===== src/hdl/grid_line_of_sight_checker_defines.svh =====
// ----------------------------------------------------------------------------
// grid line-of-sight checker assertion macros
// shared property forms for the checker's concurrent assertions
// ----------------------------------------------------------------------------
`ifndef GRID_LINE_OF_SIGHT_CHECKER_DEFINES_SVH
`define GRID_LINE_OF_SIGHT_CHECKER_DEFINES_SVH

// consequent must hold in the same cycle as the antecedent
`define GLC_ASSERT_NOW(label, ante, cons) \
	label: assert property (@(posedge clk) disable iff (!arst_n) (ante) |-> (cons)) \
		else $error("glc assertion failed");

// consequent must hold in the cycle after the antecedent
`define GLC_ASSERT_NEXT(label, ante, cons) \
	label: assert property (@(posedge clk) disable iff (!arst_n) (ante) |=> (cons)) \
		else $error("glc assertion failed");

`endif


===== src/hdl/glc_pkg.sv =====
// ----------------------------------------------------------------------------
// glc_pkg
// field widths, codes, defaults and shared types of the line-of-sight checker
// ----------------------------------------------------------------------------
package glc_pkg;

	// request field widths
	localparam int CELL_FW = 5;
	localparam int OFF_FW  = 8;
	localparam int WALL_FW = 4;

	// operation codes
	localparam logic OP_WRITE = 1'b0;
	localparam logic OP_QUERY = 1'b1;

	// wall bit positions
	localparam int WALL_N = 0;
	localparam int WALL_E = 1;
	localparam int WALL_S = 2;
	localparam int WALL_W = 3;

	// default geometry
	localparam int DEF_GRID_COLS = 32;
	localparam int DEF_GRID_ROWS = 32;
	localparam int DEF_CELL_W    = 192;
	localparam int DEF_CELL_H    = 192;

	// wall map access controls
	typedef struct packed {
		logic wr;
		logic rd;
	} mem_ctl_t;

	// walk outcome handed to the output register
	typedef struct packed {
		logic done;
		logic clear;
	} walk_res_t;

endpackage


===== src/hdl/glc_walker.sv =====
// ----------------------------------------------------------------------------
// glc_walker
// request decode, wall writes and the cell-by-cell walk of a line query
// ----------------------------------------------------------------------------
`include "grid_line_of_sight_checker_defines.svh"

module glc_walker #(
	parameter int GRID_COLS = 32,
	parameter int GRID_ROWS = 32,
	parameter int CELL_W    = 192,
	parameter int CELL_H    = 192,
	parameter int ADDR_W    = 10
) (
	input  logic                         clk,
	input  logic                         arst_n,
	input  logic                         in_valid,
	output logic                         in_stall,
	input  logic                         op,
	input  logic [glc_pkg::CELL_FW-1:0]  start_cell_x,
	input  logic [glc_pkg::CELL_FW-1:0]  start_cell_y,
	input  logic [glc_pkg::OFF_FW-1:0]   start_off_x,
	input  logic [glc_pkg::OFF_FW-1:0]   start_off_y,
	input  logic [glc_pkg::CELL_FW-1:0]  finish_cell_x,
	input  logic [glc_pkg::CELL_FW-1:0]  finish_cell_y,
	input  logic [glc_pkg::OFF_FW-1:0]   finish_off_x,
	input  logic [glc_pkg::OFF_FW-1:0]   finish_off_y,
	input  logic [glc_pkg::WALL_FW-1:0]  wall_bits,
	input  logic                         mem_busy,
	output glc_pkg::mem_ctl_t            mem_ctl,
	output logic [ADDR_W-1:0]            mem_addr,
	output logic [glc_pkg::WALL_FW-1:0]  mem_wdata,
	input  logic [glc_pkg::WALL_FW-1:0]  mem_rdata,
	input  logic                         out_free,
	output glc_pkg::walk_res_t           res
);
	import glc_pkg::*;

	// point coordinate widths
	localparam int MAX_PX = ((2 ** CELL_FW) - 1) * CELL_W + (2 ** OFF_FW) - 1;
	localparam int MAX_PY = ((2 ** CELL_FW) - 1) * CELL_H + (2 ** OFF_FW) - 1;
	localparam int MAX_P  = (MAX_PX > MAX_PY) ? MAX_PX : MAX_PY;
	localparam int POS_W  = $clog2(MAX_P + 1);
	localparam int SW     = POS_W + 2;
	localparam int PW     = 2 * SW;

	typedef enum logic [3:0] {
		S_IDLE = 4'b0001,
		S_READ = 4'b0010,
		S_WALK = 4'b0100,
		S_DONE = 4'b1000
	} state_t;

	state_t                state_q;
	logic [CELL_FW-1:0]    tx_q, ty_q, fx_q, fy_q;
	logic                  east_q, south_q, clear_q;
	logic signed [SW-1:0]  dx_q, dy_q, lx_q, ly_q;
	logic signed [PW-1:0]  prod_a_q, prod_b_q;

	logic [CELL_FW-1:0]    sx, sy, fx, fy;
	logic [POS_W-1:0]      px0, py0, px1, py1;
	logic                  east, south;
	logic                  accept, reach_x, reach_y, step_y, wall_hit;
	logic [CELL_FW-1:0]    tx_n, ty_n;

	function automatic logic [CELL_FW-1:0] sat_col(input logic [CELL_FW-1:0] v);
		return (int'(v) >= GRID_COLS) ? CELL_FW'(GRID_COLS - 1) : v;
	endfunction

	function automatic logic [CELL_FW-1:0] sat_row(input logic [CELL_FW-1:0] v);
		return (int'(v) >= GRID_ROWS) ? CELL_FW'(GRID_ROWS - 1) : v;
	endfunction

	function automatic logic [ADDR_W-1:0] cell_addr(input logic [CELL_FW-1:0] col,
			input logic [CELL_FW-1:0] row);
		return ADDR_W'(ADDR_W'(row) * ADDR_W'(GRID_COLS) + ADDR_W'(col));
	endfunction

	// request decode and absolute points
	assign sx    = sat_col(start_cell_x);
	assign sy    = sat_row(start_cell_y);
	assign fx    = sat_col(finish_cell_x);
	assign fy    = sat_row(finish_cell_y);
	assign px0   = POS_W'(sx) * POS_W'(CELL_W) + POS_W'(start_off_x);
	assign py0   = POS_W'(sy) * POS_W'(CELL_H) + POS_W'(start_off_y);
	assign px1   = POS_W'(fx) * POS_W'(CELL_W) + POS_W'(finish_off_x);
	assign py1   = POS_W'(fy) * POS_W'(CELL_H) + POS_W'(finish_off_y);
	assign east  = fx > sx;
	assign south = fy > sy;

	assign in_stall = (state_q != S_IDLE) || mem_busy;
	assign accept   = in_valid && !in_stall;

	// wall map port: writes from idle, walk reads from the read state
	always_comb begin
		mem_ctl.wr = accept && (op == OP_WRITE);
		mem_ctl.rd = (state_q == S_READ);
		mem_wdata  = wall_bits;
		mem_addr   = (state_q == S_READ) ? cell_addr(tx_q, ty_q) : cell_addr(sx, sy);
	end

	// step choice from the registered slope products
	always_comb begin
		reach_x = (tx_q == fx_q);
		reach_y = (ty_q == fy_q);
		if (reach_x) begin
			step_y = 1'b1;
		end else if (reach_y) begin
			step_y = 1'b0;
		end else if (east_q) begin
			step_y = south_q ? (prod_a_q < prod_b_q) : (prod_a_q > prod_b_q);
		end else begin
			step_y = south_q ? (prod_a_q >= prod_b_q) : (prod_a_q < prod_b_q);
		end
		if (step_y) begin
			wall_hit = south_q ? mem_rdata[WALL_S] : mem_rdata[WALL_N];
			tx_n     = tx_q;
			ty_n     = south_q ? ty_q + 1'b1 : ty_q - 1'b1;
		end else begin
			wall_hit = east_q ? mem_rdata[WALL_E] : mem_rdata[WALL_W];
			tx_n     = east_q ? tx_q + 1'b1 : tx_q - 1'b1;
			ty_n     = ty_q;
		end
	end

	// control state
	always_ff @(posedge clk or negedge arst_n) begin
		if (!arst_n) begin
			state_q <= S_IDLE;
		end else begin
			unique case (state_q)
				S_IDLE: begin
					if (accept && (op == OP_QUERY)) begin
						state_q <= ((sx == fx) && (sy == fy)) ? S_DONE : S_READ;
					end
				end
				S_READ: begin
					state_q <= S_WALK;
				end
				S_WALK: begin
					if (wall_hit || ((tx_n == fx_q) && (ty_n == fy_q))) begin
						state_q <= S_DONE;
					end else begin
						state_q <= S_READ;
					end
				end
				S_DONE: begin
					if (out_free) begin
						state_q <= S_IDLE;
					end
				end
				default: begin
					state_q <= S_IDLE;
				end
			endcase
		end
	end

	// walk datapath
	always_ff @(posedge clk) begin
		if (accept && (op == OP_QUERY)) begin
			tx_q    <= sx;
			ty_q    <= sy;
			fx_q    <= fx;
			fy_q    <= fy;
			east_q  <= east;
			south_q <= south;
			clear_q <= 1'b1;
			dx_q    <= $signed(SW'(px1)) - $signed(SW'(px0));
			dy_q    <= $signed(SW'(py1)) - $signed(SW'(py0));
			lx_q    <= $signed((east ? SW'(CELL_W) : SW'(0)) - SW'(start_off_x));
			ly_q    <= $signed((south ? SW'(CELL_H) : SW'(0)) - SW'(start_off_y));
		end
		if (state_q == S_READ) begin
			prod_a_q <= ly_q * dx_q;
			prod_b_q <= dy_q * lx_q;
		end
		if (state_q == S_WALK) begin
			if (wall_hit) begin
				clear_q <= 1'b0;
			end else begin
				tx_q <= tx_n;
				ty_q <= ty_n;
				if (step_y) begin
					ly_q <= south_q ? ly_q + SW'(CELL_H) : ly_q - SW'(CELL_H);
				end else begin
					lx_q <= east_q ? lx_q + SW'(CELL_W) : lx_q - SW'(CELL_W);
				end
			end
		end
	end

	assign res.done  = (state_q == S_DONE) && out_free;
	assign res.clear = clear_q;

	// checks
	`GLC_ASSERT_NOW(a_no_overshoot, state_q == S_READ, (tx_q != fx_q) || (ty_q != fy_q))
	`GLC_ASSERT_NOW(a_write_when_idle, mem_ctl.wr, !mem_busy && (state_q == S_IDLE))
	`GLC_ASSERT_NEXT(a_one_axis_step, (state_q == S_WALK) && !wall_hit, (tx_q != $past(tx_q)) != (ty_q != $past(ty_q)))

endmodule


===== config.mk =====
export PLATFORM = sky130hd
export DESIGN_NAME = glc_walker
export DESIGN_NICKNAME = d
export VERILOG_FILES = /design/src/hdl/glc_pkg.sv /design/src/hdl/glc_walker.sv
export VERILOG_INCLUDE_DIRS = /design/src /design/src/hdl
export SDC_FILE = /design/constraint.sdc
export NUM_CORES = 2
export LEC_CHECK = 0
export ABC_AREA = 0
export BUFFER_PORTS_ARGS = -buffer_cell sky130_fd_sc_hd__buf_2
export CAP_MARGIN = 20
export CORE_ASPECT_RATIO = 1.5
export CORE_UTILIZATION = 55
export DETAILED_ROUTE_END_ITERATION = 10
export PLACE_DENSITY = 0.72
export SLEW_MARGIN = 20
export SYNTH_ARGS = -nofsm -noshare
export SYNTH_HDL_FRONTEND = slang
export SYNTH_SLANG_ARGS = --single-unit

===== constraint.sdc =====
create_clock -name clk -period 7.9 [get_ports clk]
set_input_delay 1.185 -clock clk [delete_from_list [all_inputs] [get_ports clk]]
set_output_delay 1.185 -clock clk [all_outputs]
set_load 0.03 [all_outputs]

==> results.yml <==
placement:
  placement.cell_area_um2: 26400
  finalWeightedCongestion: 0.914
  dpl.hpwl_um: 52500
  pre_cts_ws_ns: 1.00
  portBuffers: 76
grt:
  grt_pass1_vias: 20700
  global_route.overflow_total: 0
  grt_max_degree: 57
  grt.total_usage_pct: 28.8
  number_of_antenna_violations_at_the_first_check_in_global_routing: 1
  first_pass_grt_wire_length_um: 104000
setup_path:
  reg2reg_from: "ly_q[6]"
  critical_path.startpoint_type: "register"
  worstSetupStartpoint: "ly_q[6]"
  worstSetupEndpointType: "register"
  timing.critical_path.fanout_max: 18
  cp.required_ns: 8.07
  worstSetupPathType: "register to register"
  worst_ep_arrival_time_ns: 7.15
sta:
  layout_min_cycle_time_ns: 6.97
  worst-slew-pin-transition_ns: 0.812
  finalMaxSlewViolations: 0
  hold_viol: 0
  rsz0062_at_grt: "false"
  final_min_period_over_clock_period_pct: 88.3
  max_freq_mhz: 143
  worst_slew_margin_rel_pct: 45.8
  clock-skew-final_ns: 0.0155
  timing.final.setup_violations: 0
  tns_ns: 0
  final_critical_path_setup_slack_ns: 0.927
clock_tree:
  ctsRootBufferMaster: "sky130_fd_sc_hd__clkbuf_16"
  clock_tree_from_tritoncts: "done"
  clock_insertion_delay_worst_skew_ns: 0.45
  cts_hold_repair.buffers: 0
  clock-sinks: 143
  cts_post_setup_buffers_inserted: 0
  cts_max_path_buffers: 2
  cts.reportedPaths.clkPinSlew_ns: 0.07
  htree_num_levels: 4
  cts-buffers-inserted: 17
  ctsResizeCount: 0
synth:
  netlist.top_cell.by_area: "sky130_fd_sc_hd__fa_1"
  share_of_synthesized_registers_carrying_an_async_set_or_reset_pct: 2.80
  synth_top_area_share_pct: 33.6
  netlist_instances: 2742
  synth.yosys.warnings: 0
  synth_fp_nets: 3497
  postSynthRegisterBits: 143
  avgSynthCellArea_um2: 9.31
  yosysUniqueCellTypes: 73
  ys_top_cells_by_area: "sky130_fd_sc_hd__fa_1, sky130_fd_sc_hd__edfxtp_1, sky130_fd_sc_hd__ha_1"
  mappedNetlistArea_um2: 25500
  ys_dominant_reg_cell: "sky130_fd_sc_hd__edfxtp_1"
  synth.cells.most_frequent: "sky130_fd_sc_hd__inv_1, sky130_fd_sc_hd__fa_1, sky130_fd_sc_hd__ha_1"
  ys_seq_area_share_pct: 15.6
  synth_edf_count: 110
  synthMostInstantiatedCell: "sky130_fd_sc_hd__inv_1"
routing:
  ant_nets: 0
  first_iter_violations: 881
  post_drt_via_cell_ratio: 5.53
  routed_length_per_placed_instance_um: 18.7
  via_count: 18600
  drc: 0
  drt-pass1-iter-count: 5
  finalWirelength_um: 63100
final_layout:
  post-route-cell-area_um2: 27000
  post_route_cells_drive_above_1_share_pct: 5.01
  num-nets-final: 3519
  diodes: 0
  num-fill-cells: 3965
  areaGrowthSynthToFinish_pct: 5.74
die:
  io_pins: 85
  die_x_um: 178
  core_um2: 45800
  start_util_pct: 55.8
  core.rowCount: 96
  die_area_um2: 47300
  die_y_um: 266
status:
  outcome: "finished clean"
flow_run:
  drv_cap: 0
min_path:
  hold_path_class: "register to register"
  hold_path_startpoint: "clear_q"
routing by layer:
layer  up-vias  routed length, um  track usage, %
met4         2               3950            17.0
met5         -                  8               0
met2       463              34600            54.5
met3       189               2170            3.21
met1      9410              22300            30.0
li1       8540                  -               -
placed cells by master (no fill, tap or decap), types with 18 or more instances in the layout:
master,instances
sky130_fd_sc_hd__edfxtp_1,110
sky130_fd_sc_hd__ha_1,261
sky130_fd_sc_hd__a21o_1,45
sky130_fd_sc_hd__clkbuf_16,18
sky130_fd_sc_hd__fa_1,428
sky130_fd_sc_hd__xor2_1,46
sky130_fd_sc_hd__nand2_1,242
sky130_fd_sc_hd__buf_2,76
sky130_fd_sc_hd__a21oi_1,122
sky130_fd_sc_hd__nand2b_1,20
sky130_fd_sc_hd__o21ai_0,62
sky130_fd_sc_hd__inv_1,604
sky130_fd_sc_hd__dfxtp_1,29
sky130_fd_sc_hd__xnor2_1,106
sky130_fd_sc_hd__nor2b_1,19
sky130_fd_sc_hd__nand3_1,28
sky130_fd_sc_hd__nor2_1,122
sky130_fd_sc_hd__and2_1,220
sky130_fd_sc_hd__nor3_1,25
metrics by stage:
step / std cells / hold slack (ns) / utilization [%]
3_5_place_dp: 3333 / 0.485 / 57.7
2_1_floorplan: 2742 / 0.460 / -
3_3_place_gp: 3333 / 0.477 / 57.7
6_report: 3365 / 0.494 / 59.0
5_1_grt: 3365 / 0.520 / 59.0
4_1_cts: 3365 / 0.494 / 58.9
worst max-delay path, stage by stage, from the launching register on:
cell and delay [ns]:
sky130_fd_sc_hd__dfxtp_1 0.85, sky130_fd_sc_hd__and2_1 0.25, sky130_fd_sc_hd__fa_1 0.41, sky130_fd_sc_hd__inv_1 0.08
sky130_fd_sc_hd__fa_1 0.41, sky130_fd_sc_hd__inv_1 0.09, sky130_fd_sc_hd__fa_1 0.45, sky130_fd_sc_hd__fa_1 0.52
sky130_fd_sc_hd__fa_1 0.50, sky130_fd_sc_hd__inv_1 0.06, sky130_fd_sc_hd__fa_1 0.53, sky130_fd_sc_hd__inv_1 0.04
sky130_fd_sc_hd__ha_1 0.34, sky130_fd_sc_hd__a21o_1 0.18, sky130_fd_sc_hd__a21oi_1 0.22, sky130_fd_sc_hd__a21boi_0 0.44
sky130_fd_sc_hd__o31ai_1 0.20, sky130_fd_sc_hd__nand4_1 0.13, sky130_fd_sc_hd__nand3_1 0.12, sky130_fd_sc_hd__o41ai_1 0.45
sky130_fd_sc_hd__o211ai_1 0.18, sky130_fd_sc_hd__o211ai_1 0.14, sky130_fd_sc_hd__xnor2_1 0.09
layout make-up:
| type | count | area [um^2] | share of cell area, % |
|---|---|---|---|
| Multi-Input combinational cell | 1908 | 18900 | 70.2 |
| Sequential cell | 143 | 3990 | 14.8 |
| Inverter | 607 | 2280 | 8.44 |
| Tap cell | 588 | 736 | 2.73 |
| Timing Repair Buffer | 87 | 463 | 1.72 |
| Clock buffer | 21 | 462 | 1.71 |
| Clock inverter | 11 | 119 | 0.441 |
path summary, 6_finish.rpt:
kind                            slack, ns           end  cells past startpoint
worst max-delay path                 0.93  prod_a_q[28]                     22
worst min-delay path                 0.49       clear_q                      2
worst max register to register       0.93  prod_a_q[28]                     22
worst min register to register       0.49       clear_q                      2
max in group asynchronous            7.16    state_q[0]                      1
min in group asynchronous            0.53    state_q[1]                      1
registers in the layout, summed over array words and instances, names as in the netlist:
| register | flops |
|---|---|
| lx_q | 15 |
| south_q | 1 |
| tx_q | 5 |
| dx_q | 14 |
| fy_q | 5 |
| clear_q | 1 |
| dy_q | 14 |
| ly_q | 15 |
| state_q | 4 |
| east_q | 1 |
| fx_q | 5 |
| prod_a_q | 29 |
| ty_q | 5 |
| prod_b_q | 29 |
cells by family (layout without fill, tap and decap cells):
kind of cell	after synthesis	in the layout	synth area share [%]
xor gates and xnor gates	152	152	5.22
buffers and inverters	691	726	10.2
adders and majority gates	689	689	46.4
and+or+nand+nor	730	730	14.3
muxes	9	9	0.382
AOI/OAI and AO/OA	328	328	7.87
DFF	143	143	15.6
Power is left out: the tool's default activity adds up to more than one toggle a clock period on the data nets, which glitch-free logic cannot reach.
